## config.mk

```make
export PLATFORM = sky130hd
export DESIGN_NAME = gregorian_date_add_days_flat
export DESIGN_NICKNAME = d
export VERILOG_FILES = /design/src/design/gda_pkg.sv /design/src/design/gda_in_if.sv /design/src/design/gda_out_if.sv /design/src/design/gregorian_date_add_days.sv /design/src/design/gda_alu.sv /design/src/flat_wrapper.sv
export SDC_FILE = /design/constraint.sdc
export NUM_CORES = 1
export LEC_CHECK = 0
export BUFFER_PORTS_ARGS = -buffer_cell sky130_fd_sc_hd__buf_2
export CAP_MARGIN = 20
export CORE_ASPECT_RATIO = 1.5
export CORE_MARGIN = 2
export CORE_UTILIZATION = 59
export CTS_CLUSTER_DIAMETER = 150
export DETAILED_ROUTE_END_ITERATION = 16
export PLACE_DENSITY_LB_ADDON = 0.3
export SYNTH_ARGS = -nofsm -noshare
export SYNTH_HDL_FRONTEND = slang
export SYNTH_SLANG_ARGS = --single-unit
```

## constraint.sdc

```tcl
create_clock -name clk_i -period 5.1 [get_ports clk_i]
set_input_delay 0 -clock clk_i [delete_from_list [all_inputs] [get_ports clk_i]]
set_output_delay 0 -clock clk_i [all_outputs]
set_load 0.01 [all_outputs]
```

## src/design/gda_pkg.sv

```systemverilog
`default_nettype none
// ----------------------------------------------------------------------------
// gda_pkg
// shared widths, types and calendar helpers for the date adder
// ----------------------------------------------------------------------------
package gda_pkg;

  localparam int unsigned YearW   = 14;
  localparam int unsigned MonthW  = 4;
  localparam int unsigned DayW    = 5;
  localparam int unsigned OffsetW = 16;
  localparam int unsigned AccW    = 17;
  localparam int unsigned Mod400W = 9;

  localparam logic [YearW-1:0]   YearMax     = YearW'(9999);
  localparam logic [OffsetW-1:0] OffsetReset = OffsetW'(10000);
  localparam logic [AccW-1:0]    Len400      = AccW'(400);
  localparam logic [AccW-1:0]    LenLeapYear = AccW'(366);
  localparam logic [AccW-1:0]    LenYear     = AccW'(365);
  localparam logic [MonthW-1:0]  MonthJan    = MonthW'(1);
  localparam logic [MonthW-1:0]  MonthDec    = MonthW'(12);
  localparam logic [MonthW-1:0]  MonthFeb    = MonthW'(2);

  typedef enum logic [6:0] {
    StIdle = 7'b0000001,
    StMod  = 7'b0000010,
    StOrd  = 7'b0000100,
    StAdd  = 7'b0001000,
    StYear = 7'b0010000,
    StMon  = 7'b0100000,
    StFin  = 7'b1000000
  } state_e;

  typedef struct packed {
    logic [AccW-1:0] a;
    logic [AccW-1:0] b;
    logic            sub;
  } alu_req_t;

  typedef struct packed {
    logic [AccW-1:0] res;
    logic            gt;
    logic            ge;
  } alu_rsp_t;

  // leap test from the low year bits and the year modulo 400
  function automatic logic is_leap(input logic [1:0] y_lo, input logic [Mod400W-1:0] m400);
    logic cent;
    cent = (m400 == Mod400W'(0)) || (m400 == Mod400W'(100)) ||
           (m400 == Mod400W'(200)) || (m400 == Mod400W'(300));
    return ((y_lo == 2'd0) && !cent) || (m400 == Mod400W'(0));
  endfunction

  function automatic logic [DayW-1:0] month_len(input logic leap, input logic [MonthW-1:0] m);
    logic [DayW-1:0] len;
    case (m) inside
      MonthW'(4), MonthW'(6), MonthW'(9), MonthW'(11): len = DayW'(30);
      MonthFeb: len = leap ? DayW'(29) : DayW'(28);
      default: len = DayW'(31);
    endcase
    return len;
  endfunction

endpackage
`default_nettype wire

```

## src/design/gda_in_if.sv

```systemverilog
`default_nettype none
// ----------------------------------------------------------------------------
// gda_in_if
// start date channel, valid/ready handshake
// ----------------------------------------------------------------------------
interface gda_in_if;
  logic                       valid;
  logic                       ready;
  logic [gda_pkg::YearW-1:0]  start_year;
  logic [gda_pkg::MonthW-1:0] start_month;
  logic [gda_pkg::DayW-1:0]   start_day;

  modport source (output valid, start_year, start_month, start_day, input ready);
  modport sink   (input valid, start_year, start_month, start_day, output ready);
endinterface
`default_nettype wire

```

## src/design/gda_out_if.sv

```systemverilog
`default_nettype none
// ----------------------------------------------------------------------------
// gda_out_if
// result date channel, valid/ready handshake
// ----------------------------------------------------------------------------
interface gda_out_if;
  logic                       valid;
  logic                       ready;
  logic [gda_pkg::YearW-1:0]  end_year;
  logic [gda_pkg::MonthW-1:0] end_month;
  logic [gda_pkg::DayW-1:0]   end_day;
  logic                       overflow;

  modport source (output valid, end_year, end_month, end_day, overflow, input ready);
  modport sink   (input valid, end_year, end_month, end_day, overflow, output ready);
endinterface
`default_nettype wire

```

## src/design/gregorian_date_add_days.sv

```systemverilog
`default_nettype none
// ----------------------------------------------------------------------------
// gregorian_date_add_days
// adds a programmable day count to a gregorian date
// ----------------------------------------------------------------------------
// One date is worked on at a time; in_i.ready is high only while the block is
// idle. Every step goes through the single add/compare unit: first the start
// year is reduced modulo 400 for the leap test, then month lengths are summed
// into a day-of-year count, the offset is added, and the count is walked down
// one year and then one month per cycle. A finished date sits in an output
// register, so the next date is taken while the previous one waits.
// The day offset (offset_q) resets to 10000 and is written through
// cfg_we_i/cfg_wdata_i.
// ----------------------------------------------------------------------------
module gregorian_date_add_days (
  input  wire logic                         clk_i,
  input  wire logic                         rst_ni,
  gda_in_if.sink                            in_i,
  gda_out_if.source                         out_o,
  input  wire logic                         cfg_we_i,
  input  wire logic [gda_pkg::OffsetW-1:0]  cfg_wdata_i
);
  import gda_pkg::*;

  state_e               state_q, state_d;
  logic [OffsetW-1:0]   offset_q;
  logic [YearW:0]       year_q, year_d;
  logic [YearW-1:0]     r_q, r_d;
  logic [MonthW-1:0]    month_q, month_d;
  logic [MonthW-1:0]    idx_q, idx_d;
  logic [DayW-1:0]      day_q, day_d;
  logic [AccW-1:0]      acc_q, acc_d;
  logic                 ovalid_q, ovalid_d;
  logic [YearW-1:0]     oyear_q;
  logic [MonthW-1:0]    omonth_q;
  logic [DayW-1:0]      oday_q;
  logic                 oovf_q;
  logic                 load_out;
  logic                 leap;
  logic [DayW-1:0]      mlen_cur;
  logic [DayW-1:0]      mlen_idx;
  logic [AccW-1:0]      ylen;
  logic                 big_year;
  alu_req_t             alu_req;
  alu_rsp_t             alu_rsp;

  gda_alu u_alu (
    .req_i (alu_req),
    .rsp_o (alu_rsp)
  );

  assign leap     = is_leap(year_q[1:0], r_q[Mod400W-1:0]);
  assign mlen_cur = month_len(leap, month_q);
  assign mlen_idx = month_len(leap, idx_q);
  assign ylen     = leap ? LenLeapYear : LenYear;
  assign big_year = year_q > {1'b0, YearMax};
  assign load_out = (state_q == StFin) && (!ovalid_q || out_o.ready);

  assign in_i.ready     = (state_q == StIdle);
  assign out_o.valid    = ovalid_q;
  assign out_o.end_year  = oyear_q;
  assign out_o.end_month = omonth_q;
  assign out_o.end_day   = oday_q;
  assign out_o.overflow  = oovf_q;

  // operand select for the shared unit
  always_comb begin
    alu_req.a   = acc_q;
    alu_req.b   = ylen;
    alu_req.sub = 1'b1;
    case (state_q)
      StMod: begin
        alu_req.a = AccW'(r_q);
        alu_req.b = Len400;
      end
      StOrd: begin
        alu_req.b   = AccW'(mlen_idx);
        alu_req.sub = 1'b0;
      end
      StAdd: begin
        alu_req.b   = AccW'(offset_q);
        alu_req.sub = 1'b0;
      end
      StMon: begin
        alu_req.b = AccW'(mlen_cur);
      end
      default: begin
        alu_req.b = ylen;
      end
    endcase
  end

  always_comb begin
    state_d = state_q;
    year_d  = year_q;
    r_d     = r_q;
    month_d = month_q;
    idx_d   = idx_q;
    day_d   = day_q;
    acc_d   = acc_q;
    case (state_q)
      StIdle: begin
        if (in_i.valid) begin
          year_d  = (in_i.start_year == '0) ? (YearW+1)'(1) : {1'b0, in_i.start_year};
          r_d     = (in_i.start_year == '0) ? YearW'(1) : in_i.start_year;
          month_d = (in_i.start_month == '0) ? MonthJan :
                    (in_i.start_month > MonthDec) ? MonthDec : in_i.start_month;
          day_d   = (in_i.start_day == '0) ? DayW'(1) : in_i.start_day;
          state_d = StMod;
        end
      end
      StMod: begin
        if (alu_rsp.ge) begin
          r_d = alu_rsp.res[YearW-1:0];
        end else begin
          acc_d   = (day_q > mlen_cur) ? AccW'(mlen_cur) : AccW'(day_q);
          idx_d   = MonthJan;
          state_d = StOrd;
        end
      end
      StOrd: begin
        if (idx_q < month_q) begin
          acc_d = alu_rsp.res;
          idx_d = idx_q + MonthW'(1);
        end else begin
          state_d = StAdd;
        end
      end
      StAdd: begin
        acc_d   = alu_rsp.res;
        state_d = StYear;
      end
      StYear: begin
        if (alu_rsp.gt) begin
          acc_d  = alu_rsp.res;
          year_d = year_q + (YearW+1)'(1);
          r_d    = (r_q == YearW'(399)) ? '0 : r_q + YearW'(1);
        end else begin
          month_d = MonthJan;
          state_d = StMon;
        end
      end
      StMon: begin
        if ((month_q < MonthDec) && alu_rsp.gt) begin
          acc_d   = alu_rsp.res;
          month_d = month_q + MonthW'(1);
        end else begin
          state_d = StFin;
        end
      end
      StFin: begin
        if (load_out) begin
          state_d = StIdle;
        end
      end
      default: begin
        state_d = StIdle;
      end
    endcase
  end

  always_comb begin
    ovalid_d = ovalid_q;
    if (load_out) begin
      ovalid_d = 1'b1;
    end else if (out_o.ready) begin
      ovalid_d = 1'b0;
    end
  end

  always_ff @(posedge clk_i or negedge rst_ni) begin
    if (!rst_ni) begin
      state_q  <= StIdle;
      offset_q <= OffsetReset;
      ovalid_q <= 1'b0;
    end else begin
      state_q  <= state_d;
      ovalid_q <= ovalid_d;
      if (cfg_we_i) begin
        offset_q <= cfg_wdata_i;
      end
    end
  end

  always_ff @(posedge clk_i) begin
    year_q  <= year_d;
    r_q     <= r_d;
    month_q <= month_d;
    idx_q   <= idx_d;
    day_q   <= day_d;
    acc_q   <= acc_d;
    if (load_out) begin
      oyear_q  <= big_year ? YearMax : year_q[YearW-1:0];
      omonth_q <= month_q;
      oday_q   <= acc_q[DayW-1:0];
      oovf_q   <= big_year;
    end
  end

endmodule
`default_nettype wire

```

## src/design/gda_alu.sv

```systemverilog
`default_nettype none
// ----------------------------------------------------------------------------
// gda_alu
// shared add/subtract and compare unit of the date walk
// ----------------------------------------------------------------------------
module gda_alu (
  input  gda_pkg::alu_req_t req_i,
  output gda_pkg::alu_rsp_t rsp_o
);
  import gda_pkg::*;

  always_comb begin
    rsp_o.res = req_i.sub ? (req_i.a - req_i.b) : (req_i.a + req_i.b);
    rsp_o.gt  = req_i.a > req_i.b;
    rsp_o.ge  = req_i.a >= req_i.b;
  end
endmodule
`default_nettype wire
```

## src/flat_wrapper.sv

```systemverilog
// flat-port wrapper written by rule: the top's interface ports become plain ports
module gregorian_date_add_days_flat import gda_pkg::*;
  (clk_i, rst_ni, cfg_we_i, cfg_wdata_i, in_i_valid, in_i_start_year, in_i_start_month, in_i_start_day, in_i_ready, out_o_valid, out_o_end_year, out_o_end_month, out_o_end_day, out_o_overflow, out_o_ready);
  gda_in_if in_i_i ();
  gda_out_if out_o_i ();
  input  wire logic clk_i;
  input  wire logic rst_ni;
  input  wire logic cfg_we_i;
  input  wire logic [gda_pkg::OffsetW-1:0] cfg_wdata_i;
  input wire logic [$bits(in_i_i.valid)-1:0] in_i_valid;
  input wire logic [$bits(in_i_i.start_year)-1:0] in_i_start_year;
  input wire logic [$bits(in_i_i.start_month)-1:0] in_i_start_month;
  input wire logic [$bits(in_i_i.start_day)-1:0] in_i_start_day;
  output wire logic [$bits(in_i_i.ready)-1:0] in_i_ready;
  output wire logic [$bits(out_o_i.valid)-1:0] out_o_valid;
  output wire logic [$bits(out_o_i.end_year)-1:0] out_o_end_year;
  output wire logic [$bits(out_o_i.end_month)-1:0] out_o_end_month;
  output wire logic [$bits(out_o_i.end_day)-1:0] out_o_end_day;
  output wire logic [$bits(out_o_i.overflow)-1:0] out_o_overflow;
  input wire logic [$bits(out_o_i.ready)-1:0] out_o_ready;
  assign in_i_i.valid = in_i_valid;
  assign in_i_i.start_year = in_i_start_year;
  assign in_i_i.start_month = in_i_start_month;
  assign in_i_i.start_day = in_i_start_day;
  assign in_i_ready = in_i_i.ready;
  assign out_o_valid = out_o_i.valid;
  assign out_o_end_year = out_o_i.end_year;
  assign out_o_end_month = out_o_i.end_month;
  assign out_o_end_day = out_o_i.end_day;
  assign out_o_overflow = out_o_i.overflow;
  assign out_o_i.ready = out_o_ready;
  gregorian_date_add_days u_core (.clk_i(clk_i), .rst_ni(rst_ni), .in_i(in_i_i), .out_o(out_o_i), .cfg_we_i(cfg_we_i), .cfg_wdata_i(cfg_wdata_i));
endmodule
```

# After elaboration in Yosys (flattened, before gate mapping)
# Index checks and enable logic that the tools add are counted.
[op_classes]
bitwise = 0
div_mod_pow = 0
n_lt_le_gt_ge = 7
reduce_logical = 31
n_addsub = 6
n_shift = 0
n_eq_ne = 31
multipliers = 0
muxes = 43
[op_table]
columns = ["cell", "count"]
rows = [
  ["17-bit 2-to-1 mux", 6],
  ["17-bit one-hot mux with 5 select lines", 1],
  ["14-bit 2-to-1 mux", 6],
  ["17-bit one-hot mux with 4 select lines", 1],
  ["7-bit one-hot mux with 7 select lines", 1],
  ["7-bit 2-to-1 mux", 6],
  ["14-bit one-hot mux with 3 select lines", 1],
  ["15-bit 2-to-1 mux", 2],
  ["15-bit one-hot mux with 2 select lines", 1],
  ["4-bit 2-to-1 mux", 7],
  ["5-bit 2-to-1 mux", 5],
  ["17-bit adder", 1],
  ["17-bit greater-or-equal comparator", 1],
  ["17-bit greater-than comparator", 1],
  ["17-bit subtractor", 1],
  ["4-bit by 3-bit == test with 1-bit output, second input constant", 4],
  ["4-bit == test, second input constant", 4],
  ["15-bit by 1-bit adder with 15-bit output, second input constant", 1],
  ["15-bit by 14-bit greater-than comparator with 1-bit output, second input constant", 1],
  ["14-bit by 1-bit adder with 14-bit output, second input constant", 1],
  ["14-bit by 9-bit == test with 1-bit output, second input constant", 1],
  ["14-bit logical NOT", 1],
  ["4-bit one-hot mux with 3 select lines", 1],
  ["2-bit by 1-bit != test with 1-bit output, second input constant", 5],
  ["other kinds (37)", 58],
]
[totals]
inputBits = 44
elab_cells = 131
latchBits = 0
mem_bits_ro = 0
regBits = 107
mem_bits_rw = 0
out_inout_bits = 26
mem_count = 0

# Longest topological paths before layout
[depth]
depth_word = 15
ltp_mapped = 19

# Hierarchy
# A second synthesis with hierarchy kept.
[unflattened]
cells_unflattened = 806
hier_area_um2 = 7567.3
[modules_own_cells]
columns = ["mod", "area_per_inst_um2", "cells_each", "instances", "seq_area_each_um2"]
rows = [
  ["gregorian_date_add_days", 5833.1, 545, 1, 3100.5],
  ["gda_alu", 1734.2, 261, 1, 0.0],
]

# Least setup slack after synthesis
# Ideal clock, no wire load.
[synth_path]
kind = "register to register"
startpoint = "reg u_core.state_q[3]"
endpoint = "reg u_core.acc_q[0], enable pin"
setup_ps = 390
t_required_ps = 4710
arrival_ps = 3840
stages_incl_launch_ff = 17
slack_ps = 870
cell_sequence = "dfrtp_1 -> nor4_4 -> nand3_2 -> buf_6 -> clkbuf_1 -> clkbuf_1 -> nand2_1 -> nand2_1 -> ha_1 -> clkbuf_2 -> or2_2 -> a211o_1 -> o211ai_1 -> a31oi_1 -> o21ai_2 -> o21ai_2 -> a211oi_2"
[synth_between]
elab_chain_cells = 6
elab_cells_between_ends = 16
cone_classes = "order compare: 2; eq/ne: 9; mux: 2; reduce/logical: 3"
[synth_rtl]
columns = ["item", "line", "text"]
rows = [
  ["start, declared", "gregorian_date_add_days.sv:25", "state_e state_q, state_d;"],
  ["start signal, assigned", "gregorian_date_add_days.sv:173", "state_q <= StIdle;"],
  ["start signal, assigned", "gregorian_date_add_days.sv:177", "state_q <= state_d;"],
  ["7-bit by 6-bit == test with 1-bit output (tied with other cells)", "gregorian_date_add_days.sv:71, gregorian_date_add_days.sv:101", ""],
  ["17-bit one-hot mux with 4 select lines or 17-bit 2-to-1 mux (tied branches)", "gregorian_date_add_days.sv:71", "case (state_q)"],
  ["17-bit greater-than comparator", "gda_alu.sv:14", "rsp_o.gt = req_i.a > req_i.b;"],
  ["1-bit logical AND", "gregorian_date_add_days.sv:144", "if ((month_q < MonthDec) && alu_rsp.gt) begin"],
  ["2-bit by 1-bit != test with 1-bit output (no line)", "--", ""],
  ["5-bit AND reduction (no line) (*)", "--", ""],
  ["end signal, assigned", "gregorian_date_add_days.sv:191", "acc_q <= acc_d;"],
  ["end, declared", "gregorian_date_add_days.sv:32", "logic [AccW-1:0] acc_q, acc_d;"],
]
# Every way passes the cells marked *; elsewhere a longest branch is shown, timed or not.
# A chain may end at the register's enable or synchronous reset.

# Final worst setup path
[layout_path]
startpoint = "reg u_core.state_q[5]"
endpoint = "reg u_core.r_q[13], enable pin"
[layout_between]
elab_chain_cells = 5
elab_cells_between_ends = 15
cone_classes = "order compare: 2; eq/ne: 9; mux: 2; reduce/logical: 2"
[layout_rtl]
columns = ["item", "line", "text"]
rows = [
  ["7-bit by 6-bit == test with 1-bit output (tied with other cells)", "gregorian_date_add_days.sv:71", ""],
  ["17-bit one-hot mux with 4 select lines or 17-bit 2-to-1 mux (tied branches)", "gregorian_date_add_days.sv:71", ""],
  ["17-bit greater-or-equal comparator or 17-bit greater-than comparator (tied branches)", "gda_alu.sv:15, gda_alu.sv:14", ""],
  ["2-bit by 1-bit != test with 1-bit output (no line)", "--", ""],
  ["4-bit AND reduction (no line) (*)", "--", ""],
  ["end signal, assigned", "gregorian_date_add_days.sv:187", "r_q <= r_d;"],
  ["end, declared", "gregorian_date_add_days.sv:28", "logic [YearW-1:0] r_q, r_d;"],
]
# Marks and branches as above.

==> impl_results.md <==
- Slew headroom: 0.3292
- DRC: 0
- Final Worst Setup Slack: 0.6233 ns
- Maxcap violations: 0
- Vias per inst: 6.220
- CP max FO: 15
- Clk_lat worst skew: 0.36 ns
- Hold Path Sink: u_core.r_q[5]$_DFFE_PP_
- Min-Delay Path Depth: 2
- Synth cell types: 85
- Clock Root Buffer: clkbuf_16
- Required time worst endpoint: 5.09 ns
- Critical-path cell list: nor3_2 > and4b_1 > nand2_1 > ha_1 > and3_1 > nand2_1 > o211a_2 > a211o_2 > a21o_1 > nand2_1
- Most frequent cells in the layout: nand2_1, edfxtp_1, buf_2
- Post-layout nets: 978
- Placer Congestion: 0.9815
- Pwr dens: 628.0 nW/um2
- Initial core utilization: 0.6009
- Worst r2r src: u_core.state_q[5]$_DFFE_PN0P_
- Sequential area share after synthesis: 0.4145
- First-pass iteration count of the detailed router: 5
- R2R Setup Slk: 0.62 ns
- Final hold vios: 0
- Mapped Avg Cell Area: 9.339 um2
- Pint: 2.915 mW
- CTS Buf Count: 9
- Die area: 13610 um2
- Vias: 6494
- P_leak: 3.678 nW
- Routed length per instance: 19.31 um
- Number of I/O pins: 70
- Commonest non-fill, non-tap cell in the layout: nand2_1
- Clock Path Buffers: 2
- Hold Crit Class: in2reg
- Finish-stage setup viols: 0
- Maximum VDD drop: 325.7 uV
- Mapped Nets: 896
- RSZ-0062 raised after global routing: false
- Critical path class: reg2reg
- Vias in the first global route: 6532
- Initial DRC Count: 389
- Dpl hpwl: 14960 um
- Setup bufs post-CTS: 0
- Syn Inst Count: 801
- Seq cells post-synth: 107
- Asr flop ratio synth: 0.2243
- Switch share: 0.4617
- Status: finished clean
- Worst reg2reg path depth: 10
- Seq pwr share: 0.296
- Post-route cell area: 8623 um2
- CP Capture Type: flip-flop
- P_sw: 2.500 mW
- Startpoint Class: flip-flop
- Die Wd: 95.94 um
- Crit-path slowest cell: and4b_1
- Post-Route WL: 20160 um
- Critical Path Max Stage Delay: 0.65 ns
- CP most frequent cell: nand2_1
- Synth Flop Type: edfxtp_1
- Clock Pin Slew Worst Setup and Hold Paths: 0.07 ns
- Final Cycle Share: 0.8778
- Skew final: 0.01202 ns
- Post-Syn Area: 7481 um2
- CTS tree: done
- Area Growth Syn to Fin: 15.27%
- First-pass GRT wire length: 31980 um
- FP Rows: 50
- FMAX: 223.4 MHz
- Largest net degree at the start of global routing: 27
- Die extent in y: 141.9 um
- CTS H-tree depth: 3
- Combinational Power Share: 0.553
- DRT antenna net count: 0
- Place WS: 0.6665 ns
- Setup TNS: 0 ns
- Actual slew at the worst max-slew pin: 1.006 ns
- Share of cells above drive strength 1: 0.1667
- Final Max Tran Viols: 0
- EDFF count, synth: 83
- CTS sink count: 107
- Tmin final: 4.477 ns
- Global-route usage over all layers: 0.3084
- Area post-placement: 7915 um2
- Worst R2R End: u_core.r_q[13]$_DFFE_PP_
- Clock power share: 0.151
- Fill cells: 963
- Yosys Warn Count: 0
- Total gr overflow: 0
- Total Power: 5.415 mW
- N_diodes: 0
- IO Port Bufs: 69
- Core box area: 12450 um2
- Hold Startpoint: in_i_start_year[5]
- Initial antenna violation count: 0
- Worst path arrival time: 4.47 ns
## flip-flops by register name, indices dropped and copies added (netlist names), 4 cells and up
name / count
u_core.day_q: 5
u_core.idx_q: 4
u_core.out_o.end_day: 5
u_core.year_q: 15
u_core.r_q: 14
u_core.out_o.end_month: 4
u_core.month_q: 4
u_core.offset_q: 16
u_core.acc_q: 17
u_core.out_o.end_year: 14
u_core.state_q: 7
## power by group through the flow
stage               sequential, mW  combinational (mW)  clock (mW)
floorplan                     1.49                2.21           0
global placement              1.59                2.80           0
detailed placement            1.61                2.89           0
CTS                           1.59                2.93       0.829
global route                  1.64                3.26       0.864
finish                        1.60                2.99       0.819
## synthesized netlist by cell type (all sizes together) (7+ instances only)
| cell | instances | share of area |
|---|---|---|
| nand2 | 113 | 0.057 |
| edfxtp | 83 | 0.33 |
| nor2 | 68 | 0.035 |
| a21oi | 54 | 0.038 |
| inv | 51 | 0.026 |
| ha | 49 | 0.082 |
| o21ai | 42 | 0.030 |
| clkbuf | 30 | 0.015 |
| nand3 | 24 | 0.017 |
| xnor2 | 20 | 0.023 |
| xor2 | 20 | 0.023 |
| dfrtp | 18 | 0.060 |
| mux2 | 17 | 0.026 |
| and3 | 16 | 0.013 |
| and2 | 13 | 0.011 |
| buf | 13 | 0.0097 |
| nand2b | 12 | 0.011 |
| nor3 | 12 | 0.0087 |
| nor2b | 11 | 0.0092 |
| a21o | 8 | 0.0080 |
| a31oi | 8 | 0.0067 |
| nor4 | 8 | 0.0087 |
| a211oi | 7 | 0.0097 |
| a22oi | 7 | 0.0070 |
| o221ai | 7 | 0.0082 |
## final cells by class
type	instances	area, um2	share of cell area
Clock buffer	9	225.2	0.02612
Clock inverter	7	122.6	0.01422
Inverter	51	191.4	0.02220
Multi-Input combinational cell	600	4011	0.4652
Sequential cell	107	3100	0.3595
Tap cell	156	195.2	0.02263
Timing Repair Buffer	114	777.0	0.09010
## what timing repair did
item                      CTS  global route
gates resized for setup     0             0
hold endpoints to repair   59             0
hold buffers               36             0
## routing by layer
layer	vias to the layer above	track usage	wire, um
met4	0	0.1684	1014
met1	3069	0.3255	7230
met3	86	0.06851	1231
met2	310	0.5536	10690
li1	3029	-	-
met5	-	0	0
## cells by family after synthesis
group | Yosys count | share of synthesized area
adders and majority gates | 51 | 0.08731
and+or+nand+nor | 308 | 0.2051
muxes | 21 | 0.03094
AOI/OAI and AO/OA | 180 | 0.1649
buffers and inverters | 94 | 0.05051
DFF | 107 | 0.4145
xor gates and xnor gates | 40 | 0.04683
## per-stage QoR
step	hold slack [ns]	utilization	std cells
finish	0.01127	0.6927	1044
global route	0.003203	0.6927	1044
CTS	0.00006126	0.6927	1044
detailed placement	0.008474	0.6358	992
global placement	0.001608	0.6349	991
floorplan	-0.2956	-	801
## worst max path at each step
stage	slack, ns	cells past startpoint	start	end
after floorplan	0.87	16	u_core.state_q[3]$_DFFE_PN0P_	u_core.acc_q[0]$_DFFE_PP_
after global placement	0.76	15	u_core.r_q[4]$_DFFE_PP_	u_core.r_q[9]$_DFFE_PP_
after detailed placement	0.67	15	u_core.r_q[4]$_DFFE_PP_	u_core.r_q[9]$_DFFE_PP_
after CTS	0.66	15	u_core.r_q[2]$_DFFE_PP_	u_core.r_q[13]$_DFFE_PP_
after global routing	0.28	15	u_core.r_q[4]$_DFFE_PP_	u_core.r_q[13]$_DFFE_PP_
final	0.62	10	u_core.state_q[5]$_DFFE_PN0P_	u_core.r_q[13]$_DFFE_PP_
## critical path, delay by kind of cell (launching register included)
| family | cells | cell delay (ns) |
|---|---|---|
| AOI/OAI and AO/OA | 3 | 0.92 |
| adders and majority gates | 1 | 0.53 |
| DFF | 1 | 0.47 |
| and+or+nand+nor | 6 | 2.17 |
Power figures use the tool's default switching activity.
